### config.mk
export PLATFORM = sky130hd
export DESIGN_NAME = analog_key_rapid_trigger
export DESIGN_NICKNAME = d
export VERILOG_FILES = /design/src/rtl/akrt_pkg.sv /design/src/rtl/akrt_csr.sv /design/src/rtl/akrt_level.sv /design/src/rtl/akrt_rules.sv /design/src/rtl/analog_key_rapid_trigger.sv
export SDC_FILE = /design/constraint.sdc
export NUM_CORES = 2
export LEC_CHECK = 0
export BUFFER_PORTS_ARGS = -buffer_cell sky130_fd_sc_hd__clkbuf_2
export CAP_MARGIN = 20
export CORE_MARGIN = 4
export CORE_UTILIZATION = 60
export CTS_CLUSTER_SIZE = 20
export DETAILED_ROUTE_END_ITERATION = 8
export PLACE_DENSITY = 0.86
export SLEW_MARGIN = 0
export SYNTH_ARGS = -nofsm -noshare
export SYNTH_HDL_FRONTEND = slang
export SYNTH_HIERARCHICAL = 1
export SYNTH_SLANG_ARGS = --single-unit
### constraint.sdc
create_clock -name clock -period 24.4 [get_ports clock]
set_clock_uncertainty 0.2 [all_clocks]
set_input_delay 1.22 -clock clock [delete_from_list [all_inputs] [get_ports clock]]
set_output_delay 1.22 -clock clock [all_outputs]
set_load 0.01 [all_outputs]
### src/rtl/akrt_pkg.sv
// ----------------------------------------------------------------------------
// Analog key rapid trigger package
// Widths, register codes, key modes and the beat types passed between stages.
// ----------------------------------------------------------------------------
package akrt_pkg;

   localparam int RawW     = 16;
   localparam int LevelW   = 18;
   localparam int DistW    = 17;
   localparam int HystW    = 16;
   localparam int SpeedW   = 18;
   localparam int InvW     = 32;
   localparam int FracW    = 16;
   localparam int CsrIdxW  = 3;
   localparam int CsrDataW = 32;

   // Difference (RawW+1) times unsigned reciprocal (InvW+1 as signed).
   localparam int ProdW  = RawW + 1 + InvW + 1;
   localparam int QuotW  = ProdW - FracW;
   // Wide enough for level minus mark minus hysteresis without overflow.
   localparam int CalcW  = LevelW + 3;

   typedef logic signed [LevelW-1:0] level_type;

   localparam level_type LevelMax   = level_type'(131071);
   localparam level_type LevelMin   = level_type'(-131072);
   localparam level_type FullTravel = level_type'(65536);
   localparam level_type LevelZero  = level_type'(0);

   typedef enum logic [1:0] {
      MODE_DIGITAL,
      MODE_THRESHOLD,
      MODE_RAPID,
      MODE_SPEED
   } mode_type;

   typedef enum logic [CsrIdxW-1:0] {
      CSR_MODE,
      CSR_TOP_LEVEL,
      CSR_INV_RANGE,
      CSR_TRIGGER_DIST,
      CSR_RELEASE_DIST,
      CSR_HYSTERESIS,
      CSR_TRIGGER_SPEED,
      CSR_RELEASE_SPEED
   } csr_index_type;

   typedef struct packed {
      mode_type                  mode;
      logic signed [RawW-1:0]    top_level;
      logic [InvW-1:0]           inv_range;
      logic [DistW-1:0]          press_dist;
      logic [DistW-1:0]          lift_dist;
      logic [HystW-1:0]          hysteresis;
      logic signed [SpeedW-1:0]  press_rate;
      logic signed [SpeedW-1:0]  lift_rate;
   } cfg_type;

   typedef struct packed {
      level_type level;
      logic      raw_nonzero;
   } lvl_beat_type;

endpackage

### src/rtl/akrt_csr.sv
// ----------------------------------------------------------------------------
// Configuration registers
// Write-only register bank that holds the mode and the level/rule settings.
// ----------------------------------------------------------------------------
module akrt_csr (
   input  logic                           clock,
   input  logic                           reset,
   input  logic                           csr_wen,
   input  logic [akrt_pkg::CsrIdxW-1:0]   csr_index,
   input  logic [akrt_pkg::CsrDataW-1:0]  csr_wdata,
   output akrt_pkg::cfg_type              cfg
);
   import akrt_pkg::*;

   cfg_type cfg_ff, cfg_in;

   always_comb begin
      cfg_in = cfg_ff;
      if (csr_wen) begin
         unique case (csr_index_type'(csr_index))
            CSR_MODE:          cfg_in.mode       = mode_type'(csr_wdata[1:0]);
            CSR_TOP_LEVEL:     cfg_in.top_level  = $signed(csr_wdata[RawW-1:0]);
            CSR_INV_RANGE:     cfg_in.inv_range  = csr_wdata[InvW-1:0];
            CSR_TRIGGER_DIST:  cfg_in.press_dist = csr_wdata[DistW-1:0];
            CSR_RELEASE_DIST:  cfg_in.lift_dist  = csr_wdata[DistW-1:0];
            CSR_HYSTERESIS:    cfg_in.hysteresis = csr_wdata[HystW-1:0];
            CSR_TRIGGER_SPEED: cfg_in.press_rate = $signed(csr_wdata[SpeedW-1:0]);
            CSR_RELEASE_SPEED: cfg_in.lift_rate  = $signed(csr_wdata[SpeedW-1:0]);
            default:           cfg_in = cfg_ff;
         endcase
      end
   end

   always_ff @(posedge clock) begin
      if (reset) begin
         cfg_ff.mode       <= MODE_DIGITAL;
         cfg_ff.top_level  <= '0;
         cfg_ff.inv_range  <= '0;
         cfg_ff.press_dist <= DistW'(32768);
         cfg_ff.lift_dist  <= DistW'(32768);
         cfg_ff.hysteresis <= '0;
         cfg_ff.press_rate <= '0;
         cfg_ff.lift_rate  <= '0;
      end else begin
         cfg_ff <= cfg_in;
      end
   end

   assign cfg = cfg_ff;

endmodule

### src/rtl/akrt_level.sv
// ----------------------------------------------------------------------------
// Travel level stage
// Registers the raw sample, then scales it to a saturated Q16 level with one
// multiply by the reciprocal range.
// ----------------------------------------------------------------------------
module akrt_level (
   input  logic                              clock,
   input  logic                              reset,
   input  akrt_pkg::cfg_type                 cfg,
   input  logic                              req_valid,
   output logic                              req_ready,
   input  logic signed [akrt_pkg::RawW-1:0]  req_raw_sample,
   output logic                              lvl_valid,
   input  logic                              lvl_ready,
   output akrt_pkg::lvl_beat_type            lvl_beat
);
   import akrt_pkg::*;

   logic                   raw_valid_ff, raw_valid_in;
   logic signed [RawW-1:0] raw_ff, raw_in;
   logic                   beat_valid_ff, beat_valid_in;
   lvl_beat_type           beat_ff, beat_in;
   logic                   raw_ready, beat_ready;

   logic signed [RawW:0]    diff;
   logic signed [ProdW-1:0] prod;
   logic signed [QuotW-1:0] quot;

   // Each stage takes a beat when it is empty or its beat moves on.
   assign beat_ready = !beat_valid_ff || lvl_ready;
   assign raw_ready  = !raw_valid_ff || beat_ready;
   assign req_ready  = raw_ready;

   assign raw_valid_in  = raw_ready ? req_valid : raw_valid_ff;
   assign raw_in        = (req_valid && raw_ready) ? req_raw_sample : raw_ff;
   assign beat_valid_in = beat_ready ? raw_valid_ff : beat_valid_ff;

   always_comb begin
      diff = $signed({cfg.top_level[RawW-1], cfg.top_level})
             - $signed({raw_ff[RawW-1], raw_ff});
      prod = ProdW'(diff) * ProdW'($signed({1'b0, cfg.inv_range}));
      // Arithmetic shift gives the floor of the Q32 product in Q16.
      quot = prod[ProdW-1:FracW];

      beat_in = beat_ff;
      if (raw_valid_ff && beat_ready) begin
         beat_in.raw_nonzero = (raw_ff != '0);
         if (quot > QuotW'(LevelMax)) begin
            beat_in.level = LevelMax;
         end else if (quot < QuotW'(LevelMin)) begin
            beat_in.level = LevelMin;
         end else begin
            beat_in.level = quot[LevelW-1:0];
         end
      end
   end

   always_ff @(posedge clock) begin
      if (reset) begin
         raw_valid_ff  <= 1'b0;
         beat_valid_ff <= 1'b0;
      end else begin
         raw_valid_ff  <= raw_valid_in;
         beat_valid_ff <= beat_valid_in;
      end
   end

   always_ff @(posedge clock) begin
      raw_ff  <= raw_in;
      beat_ff <= beat_in;
   end

   assign lvl_valid = beat_valid_ff;
   assign lvl_beat  = beat_ff;

endmodule

### src/rtl/akrt_rules.sv
// ----------------------------------------------------------------------------
// Press and release rules
// Applies the digital, threshold, rapid trigger or speed rule to one level
// beat, updates the key state and holds the result beat for the consumer.
// ----------------------------------------------------------------------------
module akrt_rules (
   input  logic                    clock,
   input  logic                    reset,
   input  akrt_pkg::cfg_type       cfg,
   input  logic                    lvl_valid,
   output logic                    lvl_ready,
   input  akrt_pkg::lvl_beat_type  lvl_beat,
   output logic                    rsp_valid,
   input  logic                    rsp_ready,
   output logic                    rsp_pressed,
   output logic                    rsp_press_event,
   output akrt_pkg::level_type     rsp_level
);
   import akrt_pkg::*;

   logic      rsp_valid_ff, rsp_valid_in;
   logic      key_down_ff, key_down_in;
   logic      event_ff, event_in;
   level_type level_ff, level_in;
   level_type last_level_ff, last_level_in;
   level_type low_mark_ff, low_mark_in;
   level_type high_mark_ff, high_mark_in;
   logic      take;

   level_type               v;
   level_type               hi_step;
   logic signed [CalcW-1:0] lv_w, lo_w, h_w, td_w, rd_w, ts_w, rs_w, delta;
   logic                    up, down, press, release_now;

   assign lvl_ready    = !rsp_valid_ff || rsp_ready;
   assign take         = lvl_valid && lvl_ready;
   assign rsp_valid_in = lvl_ready ? lvl_valid : rsp_valid_ff;

   always_comb begin
      v    = lvl_beat.level;
      lv_w = CalcW'(v);
      lo_w = CalcW'(low_mark_ff);
      h_w  = CalcW'($signed({1'b0, cfg.hysteresis}));
      td_w = CalcW'($signed({1'b0, cfg.press_dist}));
      rd_w = CalcW'($signed({1'b0, cfg.lift_dist}));
      ts_w = CalcW'(cfg.press_rate);
      rs_w = CalcW'(cfg.lift_rate);
      delta = lv_w - CalcW'(last_level_ff);

      up          = (lv_w - lo_w - h_w >= td_w);
      press       = 1'b0;
      release_now = 1'b0;
      hi_step     = high_mark_ff;
      down        = 1'b0;

      key_down_in   = key_down_ff;
      event_in      = event_ff;
      level_in      = level_ff;
      last_level_in = last_level_ff;
      low_mark_in   = low_mark_ff;
      high_mark_in  = high_mark_ff;

      if (take) begin
         event_in      = 1'b0;
         level_in      = v;
         last_level_in = v;
         unique case (cfg.mode)
            MODE_DIGITAL: begin
               event_in      = !key_down_ff && lvl_beat.raw_nonzero;
               key_down_in   = lvl_beat.raw_nonzero;
               level_in      = LevelZero;
               last_level_in = last_level_ff;
            end
            MODE_THRESHOLD: begin
               press       = (lv_w - h_w > td_w);
               release_now = (lv_w + h_w < td_w);
               event_in    = press && !key_down_ff;
               key_down_in = (press || key_down_ff) && !release_now;
            end
            MODE_RAPID: begin
               // The release check sees the high mark as updated in this beat.
               if (key_down_ff) begin
                  hi_step = (up && v > high_mark_ff) ? v : high_mark_ff;
               end else begin
                  hi_step = up ? v : high_mark_ff;
               end
               down         = (CalcW'(hi_step) - lv_w - h_w >= rd_w);
               high_mark_in = hi_step;
               if (key_down_ff) begin
                  key_down_in = !down;
                  low_mark_in = down ? v : low_mark_ff;
               end else begin
                  key_down_in = up;
                  event_in    = up;
                  low_mark_in = (down && v < low_mark_ff) ? v : low_mark_ff;
               end
               // Full travel and zero travel override the tracked marks.
               if (v <= LevelZero) begin
                  key_down_in = 1'b0;
                  low_mark_in = LevelZero;
               end
               if (v >= FullTravel) begin
                  event_in     = event_in || !key_down_in;
                  key_down_in  = 1'b1;
                  high_mark_in = FullTravel;
               end
            end
            MODE_SPEED: begin
               press       = (delta > ts_w);
               release_now = (delta < rs_w);
               event_in    = press && !key_down_ff;
               key_down_in = (press || key_down_ff) && !release_now;
            end
            default: begin
               key_down_in = key_down_ff;
            end
         endcase
      end
   end

   always_ff @(posedge clock) begin
      if (reset) begin
         rsp_valid_ff  <= 1'b0;
         key_down_ff   <= 1'b0;
         last_level_ff <= LevelZero;
         low_mark_ff   <= LevelZero;
         high_mark_ff  <= LevelZero;
      end else begin
         rsp_valid_ff  <= rsp_valid_in;
         key_down_ff   <= key_down_in;
         last_level_ff <= last_level_in;
         low_mark_ff   <= low_mark_in;
         high_mark_ff  <= high_mark_in;
      end
   end

   always_ff @(posedge clock) begin
      event_ff <= event_in;
      level_ff <= level_in;
   end

   // The key state register changes only when a result beat is loaded.
   assign rsp_valid       = rsp_valid_ff;
   assign rsp_pressed     = key_down_ff;
   assign rsp_press_event = event_ff;
   assign rsp_level       = level_ff;

endmodule

### src/rtl/analog_key_rapid_trigger.sv
// ----------------------------------------------------------------------------
// Analog key rapid trigger
// Turns raw Hall-effect key samples into a travel level and a key state.
//
//   Channel   Direction  Handshake          Payload
//   req_      in         valid / ready      raw_sample
//   rsp_      out        valid / ready      pressed, press_event, level
//   csr_      in         write enable only  index, wdata
//
// One sample per cycle is sustained while rsp_ready is held high; a sample
// passes the input register, the multiply stage and the rule stage that holds the result.
// The rule stage's key state feedback is what bounds one sample per cycle.
// Reset clears all beat valids, the key state and the marks, and loads the
// register reset values. Each stage accepts when empty or when its beat
// moves on, so a held result does not stop the stages behind it filling.
// ----------------------------------------------------------------------------
module analog_key_rapid_trigger (
   input  logic                              clock,
   input  logic                              reset,
   input  logic                              req_valid,
   output logic                              req_ready,
   input  logic signed [akrt_pkg::RawW-1:0]  req_raw_sample,
   output logic                              rsp_valid,
   input  logic                              rsp_ready,
   output logic                              rsp_pressed,
   output logic                              rsp_press_event,
   output akrt_pkg::level_type               rsp_level,
   input  logic                              csr_wen,
   input  logic [akrt_pkg::CsrIdxW-1:0]      csr_index,
   input  logic [akrt_pkg::CsrDataW-1:0]     csr_wdata
);
   import akrt_pkg::*;

   cfg_type      cfg;
   logic         lvl_valid;
   logic         lvl_ready;
   lvl_beat_type lvl_beat;

   akrt_csr u_csr (
      .clock     (clock),
      .reset     (reset),
      .csr_wen   (csr_wen),
      .csr_index (csr_index),
      .csr_wdata (csr_wdata),
      .cfg       (cfg)
   );

   akrt_level u_level (
      .clock          (clock),
      .reset          (reset),
      .cfg            (cfg),
      .req_valid      (req_valid),
      .req_ready      (req_ready),
      .req_raw_sample (req_raw_sample),
      .lvl_valid      (lvl_valid),
      .lvl_ready      (lvl_ready),
      .lvl_beat       (lvl_beat)
   );

   akrt_rules u_rules (
      .clock           (clock),
      .reset           (reset),
      .cfg             (cfg),
      .lvl_valid       (lvl_valid),
      .lvl_ready       (lvl_ready),
      .lvl_beat        (lvl_beat),
      .rsp_valid       (rsp_valid),
      .rsp_ready       (rsp_ready),
      .rsp_pressed     (rsp_pressed),
      .rsp_press_event (rsp_press_event),
      .rsp_level       (rsp_level)
   );

endmodule

== Word-level counts from Yosys, hierarchy flattened ==
Index checks and enable logic that the tools add are counted.

* Multipliers: 1
* Eq/ne operators: 11
* $add $sub $neg: 8
* Muxes and demuxes: 22
* Reductions and logical operators: 39
* Bitwise gates (word level): 1
* $lt $le $gt $ge: 12

{| class="wikitable"
|+ Operators by type and width
! operator !! count
|-
| $mux W18 || 11
|-
| $sub A18 B18 Y19 || 3
|-
| $mul A17 B33 Y50 || 1
|-
| $ge A21 B18 Y1 || 2
|-
| $sub A21 B17 Y21 || 2
|-
| $gt A34 B18 Y1 const B || 1
|-
| $lt A34 B18 Y1 const B || 1
|-
| $gt A21 B18 Y1 || 1
|-
| $lt A21 B18 Y1 || 1
|-
| $reduce_and A2 Y1 || 10
|-
| $add A18 B17 Y19 || 1
|-
| $gt A19 B18 Y1 || 1
|-
| $lt A19 B18 Y1 || 1
|-
| $sub A18 B17 Y19 || 1
|-
| $ge A18 B18 Y1 const B || 1
|-
| $gt A18 B18 Y1 || 1
|-
| $le A18 B1 Y1 const B || 1
|-
| $lt A18 B18 Y1 || 1
|-
| $sub A16 B16 Y17 || 1
|-
| $reduce_bool A16 Y1 || 1
|-
| $eq A3 B3 Y1 const B || 4
|-
| $logic_and A1 B1 Y1 || 10
|-
| $mux W1 || 9
|-
| $logic_not A1 Y1 || 8
|-
| other kinds (12) || 20
|}

* Flip-flop bits (word level): 248
* Word-level logic and storage cells: 114

== Longest topological paths before layout ==
* Depth in word-level cells: 20
* Depth in mapped cells: 44

== Modules after synthesis ==
The synthesis kept the hierarchy.

{| class="wikitable"
|+ Modules (own cells, without submodules)
! module !! seq. area each (µm²) !! times used !! area each (µm²) !! cells an instance
|-
| akrt_level || 1091.0 || 1 || 21480.6 || 2566
|-
| akrt_rules || 1691.6 || 1 || 11469.8 || 1455
|-
| akrt_csr || 2722.6 || 1 || 5471.5 || 485
|}

== Least setup slack after synthesis ==
OpenSTA, ideal clock, no wires.

* Path type: flip-flop to flip-flop
* Start point: register u_level.raw_ff[0]
* End point: register u_level.beat_ff (netlist bit u_level/lvl_beat[10]) (data pin)
* Arrival time: 9.198 ns
* Library setup time: 0.268 ns
* Path slack: 14.735 ns
* Stages on the path, launching flop included: 34
* Path buffers: 2
* Data required time: 23.932 ns
* Cell sequence: edfxtp_1 ha_1 fa_1 nor2b_1 o21ai_0 a21boi_0 o21ai_0 a21boi_0 o21ai_0 a21oi_1 o311ai_0 a21oi_1 clkbuf_1 nor2_1 fa_1 fa_1 fa_1 fa_1 fa_1 inv_1 fa_1 inv_1 ha_1 and4_1 nand4_1 or4_1 o22a_1 a311oi_4 o21ai_0 nand3_1 or3b_4 o41ai_4 buf_6 o31ai_1

* Longest elaborated chain between the ends: 4

{| class="wikitable"
|+ Ends and longest elaborated chain
! element !! RTL line !! RTL
|-
| start: declaration || akrt_level.sv:20 || <nowiki>logic signed [RawW-1:0] raw_ff, raw_in;</nowiki>
|-
| start signal: assignment || akrt_level.sv:69 || <nowiki>raw_ff <= raw_in;</nowiki>
|-
| $sub A16 B16 Y17 (*) || akrt_level.sv:40 || <nowiki>- $signed({raw_ff[RawW-1], raw_ff});</nowiki>
|-
| $mul A17 B33 Y50 (*) || akrt_level.sv:41 || <nowiki>prod = ProdW'(diff) * ProdW'($signed({1'b0, cfg.inv_range}));</nowiki>
|-
| $lt A34 B18 Y1 || akrt_level.sv:50 || <nowiki>end else if (quot < QuotW'(LevelMin)) begin</nowiki>
|-
| $mux W18 || akrt_level.sv:50 ||
|-
| end signal: assignment || akrt_level.sv:70 || <nowiki>beat_ff <= beat_in;</nowiki>
|-
| end: declaration || akrt_level.sv:22 || <nowiki>lvl_beat_type beat_ff, beat_in;</nowiki>
|}

Mark *: on every way between the ends. The rest lies on a longest branch, timed or not.
A chain may end at the register's enable or synchronous reset.

== Final worst setup path ==
* Start point: register u_level.raw_ff[1]
* End point: register u_level.beat_ff (netlist bit u_level/lvl_beat[17]) (data pin)

The elaborated chain is that of the path after synthesis.

==> results.yml <==
synth:
  ys_warn_count: 6
  syn_area_sq_um: 38400
  yosys-top-cells-area: "fa_1, ha_1, dfxtp_1"
  synthTopCellsByCount: "inv_1, nand2_1, fa_1"
  ys_async_sr_fraction: 0
  ys_types: 86
  synth_top_area_cell: "fa_1"
  syn_nets: 5461
  synth_most_common_cell: "inv_1"
  netlist_instances: 4506
  netlist.area_leader.share: 0.252
  synth_seq_cells: 248
  synth_flop_cell: "dfxtp_1"
  synth_edf_count: 54
  ys_seq_area_frac: 0.143
  avgSynthCellArea_sq_um: 8.53
power:
  clkPwrFrac: 0.208
  p_sw_frac: 0.451
  p_per_area_nw_per_um2: 48.9
  switching_power_uw: 893
  power_frac_seq: 0.224
  cellInternalPower_uw: 1090
  comb_power_share: 0.568
  vdd_drop_max_mv: 0.0558
  leakagePower_uw: 0.0188
timing:
  slew_viol_final: 0
  worst_pin_slew_ns: 1.12
  period_needed_ns: 11.52
  finalHoldViolations: 0
  slew_headroom: 0.249
  fmax_mhz: 86.8
  setup_viol: 0
  period_share: 0.472
  fin_setup_tns_ns: 0
  rsz0062_at_grt: "no"
placement:
  io_buffers: 77
  dp_hpwl_um: 84500
  globalplace.congestion: 0.970
clock_network:
  cts_made_buffers: 26
  htree_levels: 1
  clkSinkCount: 248
  clk_latency_ns: 0.58
  clockRootBuffer: "clkbuf_16"
  cts_tree: "done"
  post_cts_buffers: 0
  cts_max_path_buffers: 3
  hold_buffers: 0
  cts_resized: 0
  path_clk_slew_ns: 0.07
critical_path:
  startpoint_type: "flip-flop"
  path_common_cell: "fa_1"
  cp.arrival_ns: 11.58
  worstSetupEndpointType: "flip-flop"
  cp_slowest_cell: "o211a_1"
  path_class: "flip-flop to flip-flop"
  worstPathMaxFanout: 32
  r2r_slack_ns: 12.88
  required_ns: 24.46
  r2r_end: "u_level/lvl_beat[17]$_SDFFCE_PN1P_"
  startpoint: "u_level/raw_ff[1]$_DFFE_PP_"
  max_stage_delay_ns: 0.96
  reg2reg_from: "u_level/raw_ff[1]$_DFFE_PP_"
  rr_worst_depth: 32
  endpoint: "u_level/lvl_beat[17]$_SDFFCE_PN1P_"
drt:
  drt_wl_total_um: 114000
  dr.pass1.iters: 6
  initialDrtViolationCount: 3916
  via_per_inst: 6.19
  postRouteAntennaNets: 0
  drc_errors: 0
  post_drt_wl_per_cell_um: 21.4
  vias: 33000
floorplan:
  die_y_um: 261
  initial_core_util: 0.608
  die_x_um: 261
  dieArea_sq_um: 68100
  num_rows: 92
  io-pin-count: 78
  design.core.area_sq_um: 63200
grt:
  grt_antenna_before_repair: 1
  grt_max_degree: 117
  grt_overflow_total: 0
  grt_pass1_wl_um: 179000
  grtUsageTotal: 0.332
  grt_pass1_vias: 32900
cells_and_area:
  fin_nets: 5413
  final_core_util: 0.641
  syn2layout_area_growth_pct: 5.42
  drive_above_1_share: 0.0603
  num-fill-cells: 4861
flow_run:
  maxCapViolCount: 0
worst_hold_path:
  hold_depth: 2
  hp-class: "flip-flop to flip-flop"
run_status:
  status: "finished clean"
==> cells in the final DEF, fill, tap and decap left out, types with 28 or more instances in the layout <==
cell and count:
nor2_1 170, nand2_1 527, clkbuf_16 28, clkbuf_2 78
nand3_1 93, a31oi_1 45, o21a_1 31, mux2i_1 148
fa_1 483, and3_1 51, a21oi_1 176, nand4_1 38
inv_1 756, buf_4 79, nor3_1 31, nor2b_1 87
and2_1 94, edfxtp_1 54, o211ai_1 37, xnor2_1 67
nand2b_1 192, dfxtp_1 194, o22ai_1 38, a21o_1 55
o21ai_0 103, ha_1 414, a211oi_1 31
==> power groups by stage <==
stage	registers, uW	clock network (uW)	logic (uW)
6_report	443	411	1130
5_1_grt	444	428	1240
4_1_cts	443	414	1090
3_5_place_dp	452	0	1080
3_3_place_gp	451	0	1060
2_1_floorplan	456	0	790
==> flip-flops by register name, summed over array words and instances (netlist names) <==
register and flops:
u_rules/low_mark_ff 18, u_rules/rsp_press_event 1, u_csr/cfg 136, u_rules/last_level_ff 18, u_rules/rsp_pressed 1, u_level/lvl_valid 1, u_level/raw_valid_ff 1, u_level/lvl_beat 19
u_level/raw_ff 16, u_rules/rsp_valid 1, u_rules/high_mark_ff 18, u_rules/rsp_level 18
==> layout make-up <==
class                   instances  area [sq um]  area share
diodes                          2          5.00    0.000124
clock buffers                  37           763      0.0188
clock inverters                11          95.1     0.00235
inverters                     758          2850      0.0702
multi-input cells            3261         29100       0.719
flip-flops and latches        248          5510       0.136
well taps                     846          1060      0.0261
repair buffers                163          1110      0.0274
==> metal layers <==
layer / up-vias / part of all wire / track usage
met5: - / 0 / 0.00783
met4: 0 / 0.073 / 0.201
met3: 512 / 0.12 / 0.0757
met2: 2085 / 0.44 / 0.511
met1: 15800 / 0.38 / 0.428
li1: 14600 / - / -
==> worst min-delay path by stage <==
stage | startpoint | end
4_1_cts | u_rules/last_level_ff[1]$_SDFFE_PP0P_ | u_rules/last_level_ff[1]$_SDFFE_PP0P_
2_1_floorplan | u_rules/low_mark_ff[17]$_SDFFE_PP0P_ | u_rules/low_mark_ff[17]$_SDFFE_PP0P_
3_3_place_gp | u_rules/last_level_ff[7]$_SDFFE_PP0P_ | u_rules/last_level_ff[7]$_SDFFE_PP0P_
6_report | u_rules/last_level_ff[1]$_SDFFE_PP0P_ | u_rules/last_level_ff[1]$_SDFFE_PP0P_
3_5_place_dp | u_rules/last_level_ff[16]$_SDFFE_PP0P_ | u_rules/last_level_ff[16]$_SDFFE_PP0P_
5_1_grt | u_rules/last_level_ff[9]$_SDFFE_PP0P_ | u_rules/last_level_ff[9]$_SDFFE_PP0P_
==> critical path: cells and delay by family, from the launching register on <==
kind,cells,cell delay (ns)
AO/OA/AOI/OAI,13,4.86
adder cells (fa/ha/maj),8,3.82
AND/OR/NAND/NOR,7,1.64
flip-flops,1,0.43
buffers and inverters,4,0.25
==> logic make-up after synthesis <==
| group | synth area share |
|---|---|
| buf+inv | 0.101 |
| mux | 0.0394 |
| simple gates | 0.184 |
| xor+xnor | 0.0219 |
| fa+ha+maj | 0.387 |
| compound gates | 0.123 |
| flops | 0.143 |
==> metrics by stage <==
stage          std cells  area [sq um]  total power, uW  hold slack, ns  worst slack [ns]
3_5_place_dp        5269         39500             1530           0.247             13.14
2_1_floorplan       4506         38400             1250           0.228             14.73
6_report            5326         40500             1980           0.255             12.88
3_3_place_gp        5267         39500             1510           0.242             13.38
4_1_cts             5317         40400             1950           0.257             13.08
5_1_grt             5325         40500             2110           0.277             12.21
Note: power is estimated with default switching activity, not from simulation.
